[src/rtl/lr_pkg.sv]
// Shared types and constants for the line rasterizer.
// Holds the opcode and register index codes, reset values and the result record.
// No dependencies.
`timescale 1ns / 1ps

package lr_pkg;

  // Request opcodes.
  typedef enum logic [0:0] {
    OP_START = 1'b0,
    OP_STEP  = 1'b1
  } opcode_t;

  // Configuration register indexes.
  typedef enum logic [0:0] {
    REG_FRAME_WIDTH  = 1'b0,
    REG_FRAME_HEIGHT = 1'b1
  } cfg_reg_t;

  localparam int CfgDataWidth = 15;

  localparam logic [CfgDataWidth-1:0] FRAME_WIDTH_RST  = 15'd1024;
  localparam logic [CfgDataWidth-1:0] FRAME_HEIGHT_RST = 15'd768;

  // One emitted pixel as it sits in the output register.
  typedef struct packed {
    logic signed [15:0] pixel_x;
    logic signed [15:0] pixel_y;
    logic [31:0]        pixel_color;
    logic               in_frame;
    logic               last_pixel;
  } pix_t;

endpackage

[src/rtl/line_rasterizer.sv]
// Bresenham line rasterizer top level.
// Depends on lr_pkg for opcodes, register indexes and the pixel record.
`timescale 1ns / 1ps

// Usage:
// A start request (opcode OP_START) loads two signed endpoints and a color,
// sets up deltas, step directions and the error term, and emits the first
// pixel. Each step request (opcode OP_STEP) advances one pixel and emits it.
// A step request with no line in progress is consumed and emits nothing.
// Each pixel carries its coordinates, the color, an in-frame flag against
// frame_width/frame_height, and a last flag at the end point, which also
// ends the line.
// Channels use valid/stall; a request moves on a clock edge with valid high
// and stall low. The config port writes frame_width (index 0) or
// frame_height (index 1) whenever cfg_we is high.
// An accepted request's pixel is registered in the output or skid entry.
// One request is taken every cycle while in_stall is low: the whole setup or
// step update is one add/compare pass from line state to output register.
// A two-entry output (register plus skid) lets a request be taken while a
// pixel waits; in_stall rises only when both entries are full.
// Synchronous reset drops any line, empties the output and restores the
// frame size to 1024 x 768.
module line_rasterizer #(
  parameter int COORD_WIDTH = 16
) (
  input  logic                     clk,
  input  logic                     rst,
  input  logic                     cfg_we,
  input  logic [0:0]               cfg_index,
  input  logic [14:0]              cfg_data,
  input  logic                     in_valid,
  output logic                     in_stall,
  input  logic                     opcode,
  input  logic signed [15:0]       start_x,
  input  logic signed [15:0]       start_y,
  input  logic signed [15:0]       end_x,
  input  logic signed [15:0]       end_y,
  input  logic [31:0]              line_color,
  output logic                     out_valid,
  input  logic                     out_stall,
  output logic signed [15:0]       pixel_x,
  output logic signed [15:0]       pixel_y,
  output logic [31:0]              pixel_color,
  output logic                     in_frame,
  output logic                     last_pixel
);

  localparam int W    = COORD_WIDTH;
  localparam int EXTW = (W > 16) ? W : 16;
  localparam int ERRW = W + 2;
  localparam int E2W  = W + 3;
  localparam int CMPW = (W > 15) ? W : 15;

  // Sign-extend a 16-bit port coordinate and wrap it to W bits.
  function automatic logic signed [W-1:0] wrap_in(input logic signed [15:0] v);
    logic signed [EXTW-1:0] e;
    e = EXTW'(v);
    return e[W-1:0];
  endfunction

  // Low 16 bits of a W-bit coordinate, sign-extended when W is narrower.
  function automatic logic signed [15:0] to_port(input logic signed [W-1:0] c);
    logic signed [EXTW-1:0] e;
    e = EXTW'(c);
    return e[15:0];
  endfunction

  // True when 0 <= c < lim.
  function automatic logic below(input logic signed [W-1:0] c,
                                 input logic [14:0] lim);
    logic [CMPW-1:0] cu;
    logic [CMPW-1:0] lu;
    cu = CMPW'(c[W-2:0]);
    lu = CMPW'(lim);
    return !c[W-1] && (cu < lu);
  endfunction

  // Configuration registers.
  logic [14:0] frame_width;
  logic [14:0] frame_height;

  // Line state.
  logic signed [W-1:0]    cur_x, cur_y, target_x, target_y;
  logic [W-1:0]           delta_x, delta_y;
  logic                   step_x_neg, step_y_neg;
  logic signed [ERRW-1:0] error_term;
  logic [31:0]            held_color;
  logic                   line_active;

  // Output register and skid entry.
  lr_pkg::pix_t out_res, skid_res, res;
  logic         skid_valid;

  logic accept, is_start, produce, out_fire;

  // Setup terms for a start request.
  logic signed [W-1:0]    x0, y0, x1, y1;
  logic signed [W:0]      dx_s, dy_s;
  logic [W-1:0]           adx, ady;
  logic signed [ERRW-1:0] err_init;
  logic                   sx_neg, sy_neg;

  // Step terms.
  logic signed [E2W-1:0]  e2, ndy, pdx, err_sum;
  logic                   take_x, take_y;
  logic signed [W-1:0]    nx, ny;
  logic signed [ERRW-1:0] err_step;

  // Values after this request.
  logic signed [W-1:0]    new_x, new_y, new_tx, new_ty;
  logic [31:0]            new_color;
  logic                   new_last;

  assign in_stall = skid_valid;
  assign accept   = in_valid && !in_stall;
  assign is_start = (opcode == lr_pkg::OP_START);
  assign produce  = accept && (is_start || line_active);
  assign out_fire = out_valid && !out_stall;

  // Line setup: wrapped endpoints, absolute deltas, directions, error term.
  always_comb begin
    x0       = wrap_in(start_x);
    y0       = wrap_in(start_y);
    x1       = wrap_in(end_x);
    y1       = wrap_in(end_y);
    dx_s     = $signed({x1[W-1], x1}) - $signed({x0[W-1], x0});
    dy_s     = $signed({y1[W-1], y1}) - $signed({y0[W-1], y0});
    adx      = dx_s[W] ? W'(-dx_s) : dx_s[W-1:0];
    ady      = dy_s[W] ? W'(-dy_s) : dy_s[W-1:0];
    err_init = $signed(ERRW'(adx)) - $signed(ERRW'(ady));
    sx_neg   = !(x0 < x1);
    sy_neg   = !(y0 < y1);
  end

  // One Bresenham step with the two-sided test on twice the error.
  always_comb begin
    e2      = $signed({error_term, 1'b0});
    ndy     = -$signed(E2W'(delta_y));
    pdx     = $signed(E2W'(delta_x));
    take_x  = e2 > ndy;
    take_y  = e2 < pdx;
    err_sum = E2W'(error_term) + (take_x ? ndy : E2W'(0)) + (take_y ? pdx : E2W'(0));
    err_step = err_sum[ERRW-1:0];
    nx = take_x ? (step_x_neg ? cur_x - W'(1) : cur_x + W'(1)) : cur_x;
    ny = take_y ? (step_y_neg ? cur_y - W'(1) : cur_y + W'(1)) : cur_y;
  end

  // Pixel for this request.
  always_comb begin
    new_x     = is_start ? x0 : nx;
    new_y     = is_start ? y0 : ny;
    new_tx    = is_start ? x1 : target_x;
    new_ty    = is_start ? y1 : target_y;
    new_color = is_start ? line_color : held_color;
    new_last  = (new_x == new_tx) && (new_y == new_ty);
    res.pixel_x     = to_port(new_x);
    res.pixel_y     = to_port(new_y);
    res.pixel_color = new_color;
    res.in_frame    = below(new_x, frame_width) && below(new_y, frame_height);
    res.last_pixel  = new_last;
  end

  // Configuration writes.
  always_ff @(posedge clk) begin
    if (rst) begin
      frame_width  <= lr_pkg::FRAME_WIDTH_RST;
      frame_height <= lr_pkg::FRAME_HEIGHT_RST;
    end else if (cfg_we) begin
      unique case (lr_pkg::cfg_reg_t'(cfg_index))
        lr_pkg::REG_FRAME_WIDTH:  frame_width  <= cfg_data;
        lr_pkg::REG_FRAME_HEIGHT: frame_height <= cfg_data;
      endcase
    end
  end

  // Line state update.
  always_ff @(posedge clk) begin
    if (rst) begin
      cur_x       <= '0;
      cur_y       <= '0;
      target_x    <= '0;
      target_y    <= '0;
      delta_x     <= '0;
      delta_y     <= '0;
      step_x_neg  <= 1'b0;
      step_y_neg  <= 1'b0;
      error_term  <= '0;
      held_color  <= '0;
      line_active <= 1'b0;
    end else if (produce) begin
      cur_x       <= new_x;
      cur_y       <= new_y;
      line_active <= !new_last;
      if (is_start) begin
        target_x   <= x1;
        target_y   <= y1;
        delta_x    <= adx;
        delta_y    <= ady;
        step_x_neg <= sx_neg;
        step_y_neg <= sy_neg;
        error_term <= err_init;
        held_color <= line_color;
      end else begin
        error_term <= err_step;
      end
    end
  end

  // Output register with one skid entry behind it.
  always_ff @(posedge clk) begin
    if (rst) begin
      out_valid  <= 1'b0;
      skid_valid <= 1'b0;
    end else if (skid_valid) begin
      if (out_fire) begin
        out_res    <= skid_res;
        skid_valid <= 1'b0;
      end
    end else if (produce) begin
      if (!out_valid || out_fire) begin
        out_res   <= res;
        out_valid <= 1'b1;
      end else begin
        skid_res   <= res;
        skid_valid <= 1'b1;
      end
    end else if (out_fire) begin
      out_valid <= 1'b0;
    end
  end

  assign pixel_x     = out_res.pixel_x;
  assign pixel_y     = out_res.pixel_y;
  assign pixel_color = out_res.pixel_color;
  assign in_frame    = out_res.in_frame;
  assign last_pixel  = out_res.last_pixel;

  // The skid entry is only ever filled behind a full output register.
  a_skid_behind_out: assert property (@(posedge clk) disable iff (rst)
    skid_valid |-> out_valid)
    else $error("skid entry holds a pixel while the output register is empty");

  // An emitted end point leaves no line in progress.
  a_last_ends_line: assert property (@(posedge clk) disable iff (rst)
    (produce && new_last) |=> !line_active)
    else $error("line still active after its end point");

  // A step request with no line in progress creates no pixel.
  a_idle_step_silent: assert property (@(posedge clk) disable iff (rst)
    (accept && !is_start && !line_active && !out_valid) |=> !out_valid)
    else $error("pixel emitted for a step with no line in progress");

  // A step moves x by at most one.
  a_step_small: assert property (@(posedge clk) disable iff (rst)
    (produce && !is_start) |->
      ((nx == cur_x) || (nx == cur_x + W'(1)) || (nx == cur_x - W'(1))))
    else $error("step moved x by more than one pixel");

endmodule
[config.mk]
export PLATFORM = sky130hd
export DESIGN_NAME = line_rasterizer
export DESIGN_NICKNAME = d
export VERILOG_FILES = /design/src/rtl/lr_pkg.sv /design/src/rtl/line_rasterizer.sv
export SDC_FILE = /design/constraint.sdc
export NUM_CORES = 1
export LEC_CHECK = 0
export BUFFER_PORTS_ARGS = -buffer_cell sky130_fd_sc_hd__buf_4
export CORE_MARGIN = 1.5
export CORE_UTILIZATION = 40
export DETAILED_ROUTE_END_ITERATION = 8
export SYNTH_ARGS = -nofsm -noshare
export SYNTH_HDL_FRONTEND = slang
export SYNTH_SLANG_ARGS = --single-unit
[constraint.sdc]
create_clock -name clk -period 10.3 [get_ports clk]
set_input_delay 1.545 -clock clk [delete_from_list [all_inputs] [get_ports clk]]
set_output_delay 1.545 -clock clk [all_outputs]
set_load 0.05 [all_outputs]
# ---- Word level (Yosys, flattened, before mapping)
# Index checks and enable logic that the tools add are counted.
dict set report totals {
  ff_bits 313
  in_bits 118
  wordCells 103
}
dict set report classes {
  add_sub_neg 12
  n_lt_le_gt_ge 6
  eq_ne 4
  mux 25
  bitwise_logic 5
  reduce_logical 26
}
# cell count
set op_table {}
lappend op_table {{66-bit 2-to-1 mux} 4}
lappend op_table {{16-bit 2-to-1 mux} 11}
lappend op_table {{16-bit by 16-bit subtractor with 17-bit output} 3}
lappend op_table {{18-bit 2-to-1 mux} 2}
lappend op_table {{16-bit by 2-bit adder with 16-bit output, second input constant} 2}
lappend op_table {{16-bit == test} 2}
lappend op_table {{16-bit less-than comparator} 2}
lappend op_table {{32-bit 2-to-1 mux} 1}
lappend op_table {{16-bit negator} 2}
lappend op_table {{16-bit by 2-bit subtractor with 16-bit output, second input constant} 2}
lappend op_table {{15-bit less-than comparator} 2}
lappend op_table {{19-bit greater-than comparator} 1}
lappend op_table {{19-bit by 17-bit less-than comparator with 1-bit output} 1}
lappend op_table {{16-bit negator with 19-bit output} 1}
lappend op_table {{18-bit by 17-bit adder with 18-bit output} 1}
lappend op_table {{18-bit adder} 1}
lappend op_table {{1-bit zero test} 8}
lappend op_table {{4-bit AND reduction} 2}
lappend op_table {{1-bit logical AND} 7}
lappend op_table {{1-bit 2-to-1 mux} 7}
lappend op_table {{2-bit AND reduction} 3}
lappend op_table {{2-bit nonzero test} 3}
lappend op_table {{1-bit inverter} 5}
lappend op_table {{2-bit by 1-bit inequality test with 1-bit output, second input constant} 2}
lappend op_table {{2 further kinds} 3}

# ---- Logic depth before layout (Yosys ltp)
dict set report logic_depth {
  ltp_word 10
  mapped_depth 31
  depth_no_buf 29
}

# ---- Worst setup path before layout
# No wires, ideal clock.
dict set report synth_timing {
  kind {input to register}
  from {input port opcode}
  to {register out_res, in the netlist in_frame, enable pin}
  setup_ps 595
  t_arrival_ps 7414
  slack_ps 2290
  stages 6
  path_cell_list {clkbuf_1 > clkbuf_1 > nand2b_1 > nand3b_1 > clkbuf_1 > a221oi_1}
}
dict set report synth_via {
  elab_chain_cells 5
}
# item line_no
set synth_rtl {}
lappend synth_rtl {{from (decl)} line_rasterizer.sv:33} ;# input logic opcode,
lappend synth_rtl {{1-bit inverter (no source line)} n/a}
lappend synth_rtl {{1-bit logical OR} line_rasterizer.sv:117} ;# assign produce = accept && (is_start || line_active);
lappend synth_rtl {{1-bit logical AND} line_rasterizer.sv:117}
lappend synth_rtl {{2-bit nonzero test (no source line)} n/a}
lappend synth_rtl {{4-bit AND reduction (no source line)} n/a}
lappend synth_rtl {{to (signal assigned)} line_rasterizer.sv:216} ;# out_res <= skid_res;
lappend synth_rtl {{to (signal assigned)} line_rasterizer.sv:221} ;# out_res <= res;
lappend synth_rtl {{to (decl)} line_rasterizer.sv:91} ;# lr_pkg::pix_t out_res, skid_res, res;
# Every way passes these cells.
# A chain may end at the register's enable or synchronous reset.

# ---- Worst setup path after layout
dict set report layout_timing {
  from {register delta_y[2]}
  to {register error_term[17]}
}
dict set report layout_via {
  elab_chain_cells 6
}
# item line_no
set layout_rtl {}
lappend layout_rtl {{from (decl)} line_rasterizer.sv:84} ;# logic [W-1:0] delta_x, delta_y;
lappend layout_rtl {{from (signal assigned)} line_rasterizer.sv:198} ;# delta_y <= ady;
lappend layout_rtl {{16-bit negator with 19-bit output (*)} line_rasterizer.sv:138} ;# ndy = -$signed(E2W'(delta_y));
lappend layout_rtl {{19-bit greater-than comparator} line_rasterizer.sv:140} ;# take_x = e2 > ndy;
lappend layout_rtl {{18-bit 2-to-1 mux (*)} line_rasterizer.sv:142} ;# err_sum = E2W'(error_term) + (take_x ? ndy : E2W'(0)) + (take_y ? pdx : E2W'(0));
lappend layout_rtl {{18-bit adder (*)} line_rasterizer.sv:142}
lappend layout_rtl {{18-bit by 17-bit adder with 18-bit output (*)} line_rasterizer.sv:142}
lappend layout_rtl {{18-bit 2-to-1 mux (*)} line_rasterizer.sv:194} ;# if (is_start) begin
lappend layout_rtl {{to (signal assigned)} line_rasterizer.sv:201} ;# error_term <= err_init;
lappend layout_rtl {{to (signal assigned)} line_rasterizer.sv:204} ;# error_term <= err_step;
lappend layout_rtl {{to (decl)} line_rasterizer.sv:86} ;# logic signed [ERRW-1:0] error_term;
# Every way passes the cells marked *; elsewhere a longest branch is shown, timed or not.

==> run metrics <==
status=finished, final reports clean; hold_buf cts=0; top cell type's share of synthesized area=about a fifth; Leak=about 10 nW; Final period util=77.8%; ANT nets after route=0; Max Buffers Root-to-Sink=3; Pwr Density=195 nW/µm²; clock root cell=clkbuf_16; register area share after synthesis=around 37%; fin crit period=approximately 8000 ps; All-Layer GR Usage=between 20% and 30%; clock sink total=313; synthesized flop and latch total=between 300 and 400; total CTS buffers=39; part of the power in registers=a little under a third; worst-path fanout max=15; Synth-to-Final Area Change=16.2%; commonest non-fill, non-tap cell in the layout=nand2_1; Detailed Place HPWL=45,900 µm; Hold Path Class=flop to flop; Clock Pin Slew Worst Setup and Hold Paths=60 ps; global route overflow=0; Finished Layout Cells=3,194; unrepaired setup endpoints after global routing=false; Post-CTS Setup Inserts=0; final setup TNS=0 ps; fillers=4,878; Post-Syn Area=just over 20,000 µm²; Die ar.=53,100 µm²; I/O Buffers=185; net count of the mapped netlist=roughly 2,600; CP required=between 10,000 and 15,000 ps; vias in the first global route=roughly 17,000; top post-synthesis cells by area=edfxtp_1 (19%), dfxtp_1 (18%), ha_1 (9.6%); Max Slew Vio Count=0; area occupied by multi-input gates=roughly 12,000 µm²; Die Width=between 200 and 250 µm; DR vias=around 18,000; Critical Path AT=between 8000 and 9000 ps; top_reg_cell synth=dfxtp_1; critical path type=flop to flop; core box area=between 50,000 and 60,000 µm²; worst vdd ir=0.000113 V; EDFF count, synth=~130; most frequent cells in the layout=nand2_1 (277), nor2_1 (251), buf_4 (203), a21oi_1 (191), dfxtp_1 (180); largest net degree at the start of global routing=98; max_cap viols=0; hold path start=target_x[15]; Final nets=2,782; IO Pins=about 190; clk_lat worst skew=~560 ps; P_int=2.94 mW; wire length per cell=19.6 µm; Register Area=~7600 µm²; placed instance count=roughly 3,100; Worst Tran Pin Value=between 1000 and 1500 ps; share of post-route cells with drive strength above 1=roughly 16%; Synth cell types=80; fraction of power consumed by the clock network=a little under a third; asr flop ratio synth=0%; Initial DRC Count=approximately 1,400; Crit. Startpoint=delta_y[2]; Crit. End Element=flop; Ys Warns=0; clk_skew=roughly 20 ps; drt first pass iters=6; Reg-to-Reg Start=delta_y[2]; Logic pwr share=38.9%; setup violators final=0; DR vias/cell=about 5.7; Residual DRC=0; Cell Rows=between 80 and 90; first-pass GRT wire length=a little under 100,000 µm; Final Wtd Congestion=~0.96; drt total wl=about 62,000 µm; overall power=around 4.7 mW; critical path launch point type=flop; leading area contributor after synthesis=edfxtp_1; die height=around 230 µm; post-synthesis cell count=approximately 2,300; final hold vios=0; P_sw=1.74 mW; initial antenna violation count=3; CTS tree=built; H-tree depth=2; slowest CP cell=o31a_1; largest stage delay on the critical path=roughly 800 ps; Syn Area/Cell=about 8.8 µm²; switching share of power=between 30% and 40%; initial core utilization=between 40% and 50%; fmax=approximately 0.12 GHz; PostCTS Resize Cnt=0; Slew headroom=31.2%
cells by family after synthesis:
family	synth area share (%)
AO/OA/AOI/OAI	16.4
XOR/XNOR	5.80
adder cells (fa/ha/maj)	11.7
buffers and inverters	4.31
flip-flops	36.7
multiplexers	7.02
AND/OR/NAND/NOR	18.1
registers in the layout, indices dropped and copies added, names as in the netlist, 18 cells and up:
| register | cells |
|---|---|
| skid_res | 66 |
| held_color | 32 |
| error_term | 18 |
| pixel_color | 32 |
area by class of cell:
type                    instances  share of cell area [%]
multi-input cells            1798                    51.0
well taps                     680                    3.54
clock buffers                  49                    4.39
diodes                          1                  0.0104
repair buffers                205                    6.43
inverters                     126                    1.97
clock inverters                22                    1.10
flip-flops and latches        313                    31.6
metrics by stage:
stage	util (%)	worst slack, ps	hold WS [ps]	instance area, µm²
after floorplan	-	2290	433	20700
after global placement	44.4	2800	439	22700
after detailed placement	44.4	2490	446	22700
after CTS	47.0	2430	454	24000
after global routing	47.0	1680	470	24000
final	47.0	2290	452	24000
routing by layer:
layer  share of wire, %  vias up  global-route usage [%]
met1                 47     8652                    33.0
met2                 44      614                    36.1
li1                   -     8683                       -
met4                2.5        2                    6.68
met5              0.013        -                       0
met3                6.7      106                    3.50
path summary, 6_finish.rpt:
kind	depth (start not counted)	slack, ps	endpoint
setup / recovery	29	2290	error_term[17]
hold / removal	2	450	target_x[15]
setup reg to reg	29	2290	error_term[17]
hold reg to reg	2	450	target_x[15]
power groups by stage:
stage               Sequential (mW)  Clock (mW)  Combinational (mW)
floorplan                      1.49           0                1.25
global placement               1.46           0                1.75
detailed placement             1.47           0                1.78
CTS                            1.44        1.45                1.80
global route                   1.45        1.50                1.99
finish                         1.44        1.42                1.82
cells in the mapped netlist, types with 36 or more instances:
cell / instances
nor3_1: 90
nand2_1: 278
xnor2_1: 67
nor2_1: 252
a211oi_1: 61
mux2i_1: 36
dfxtp_1: 181
ha_1: 159
mux2_2: 96
o21ai_0: 66
edfxtp_1: 132
a21oi_1: 191
xor2_1: 70
inv_1: 126
clkbuf_1: 88
critical path, delay by kind of cell (launching register included):
family,cells,cell delay [ps]
fa+ha+maj,4,1300
xor+xnor,2,320
compound gates,10,2840
simple gates,11,2910
flops,1,350
buf+inv,2,150
Power figures use the tool's default switching activity.
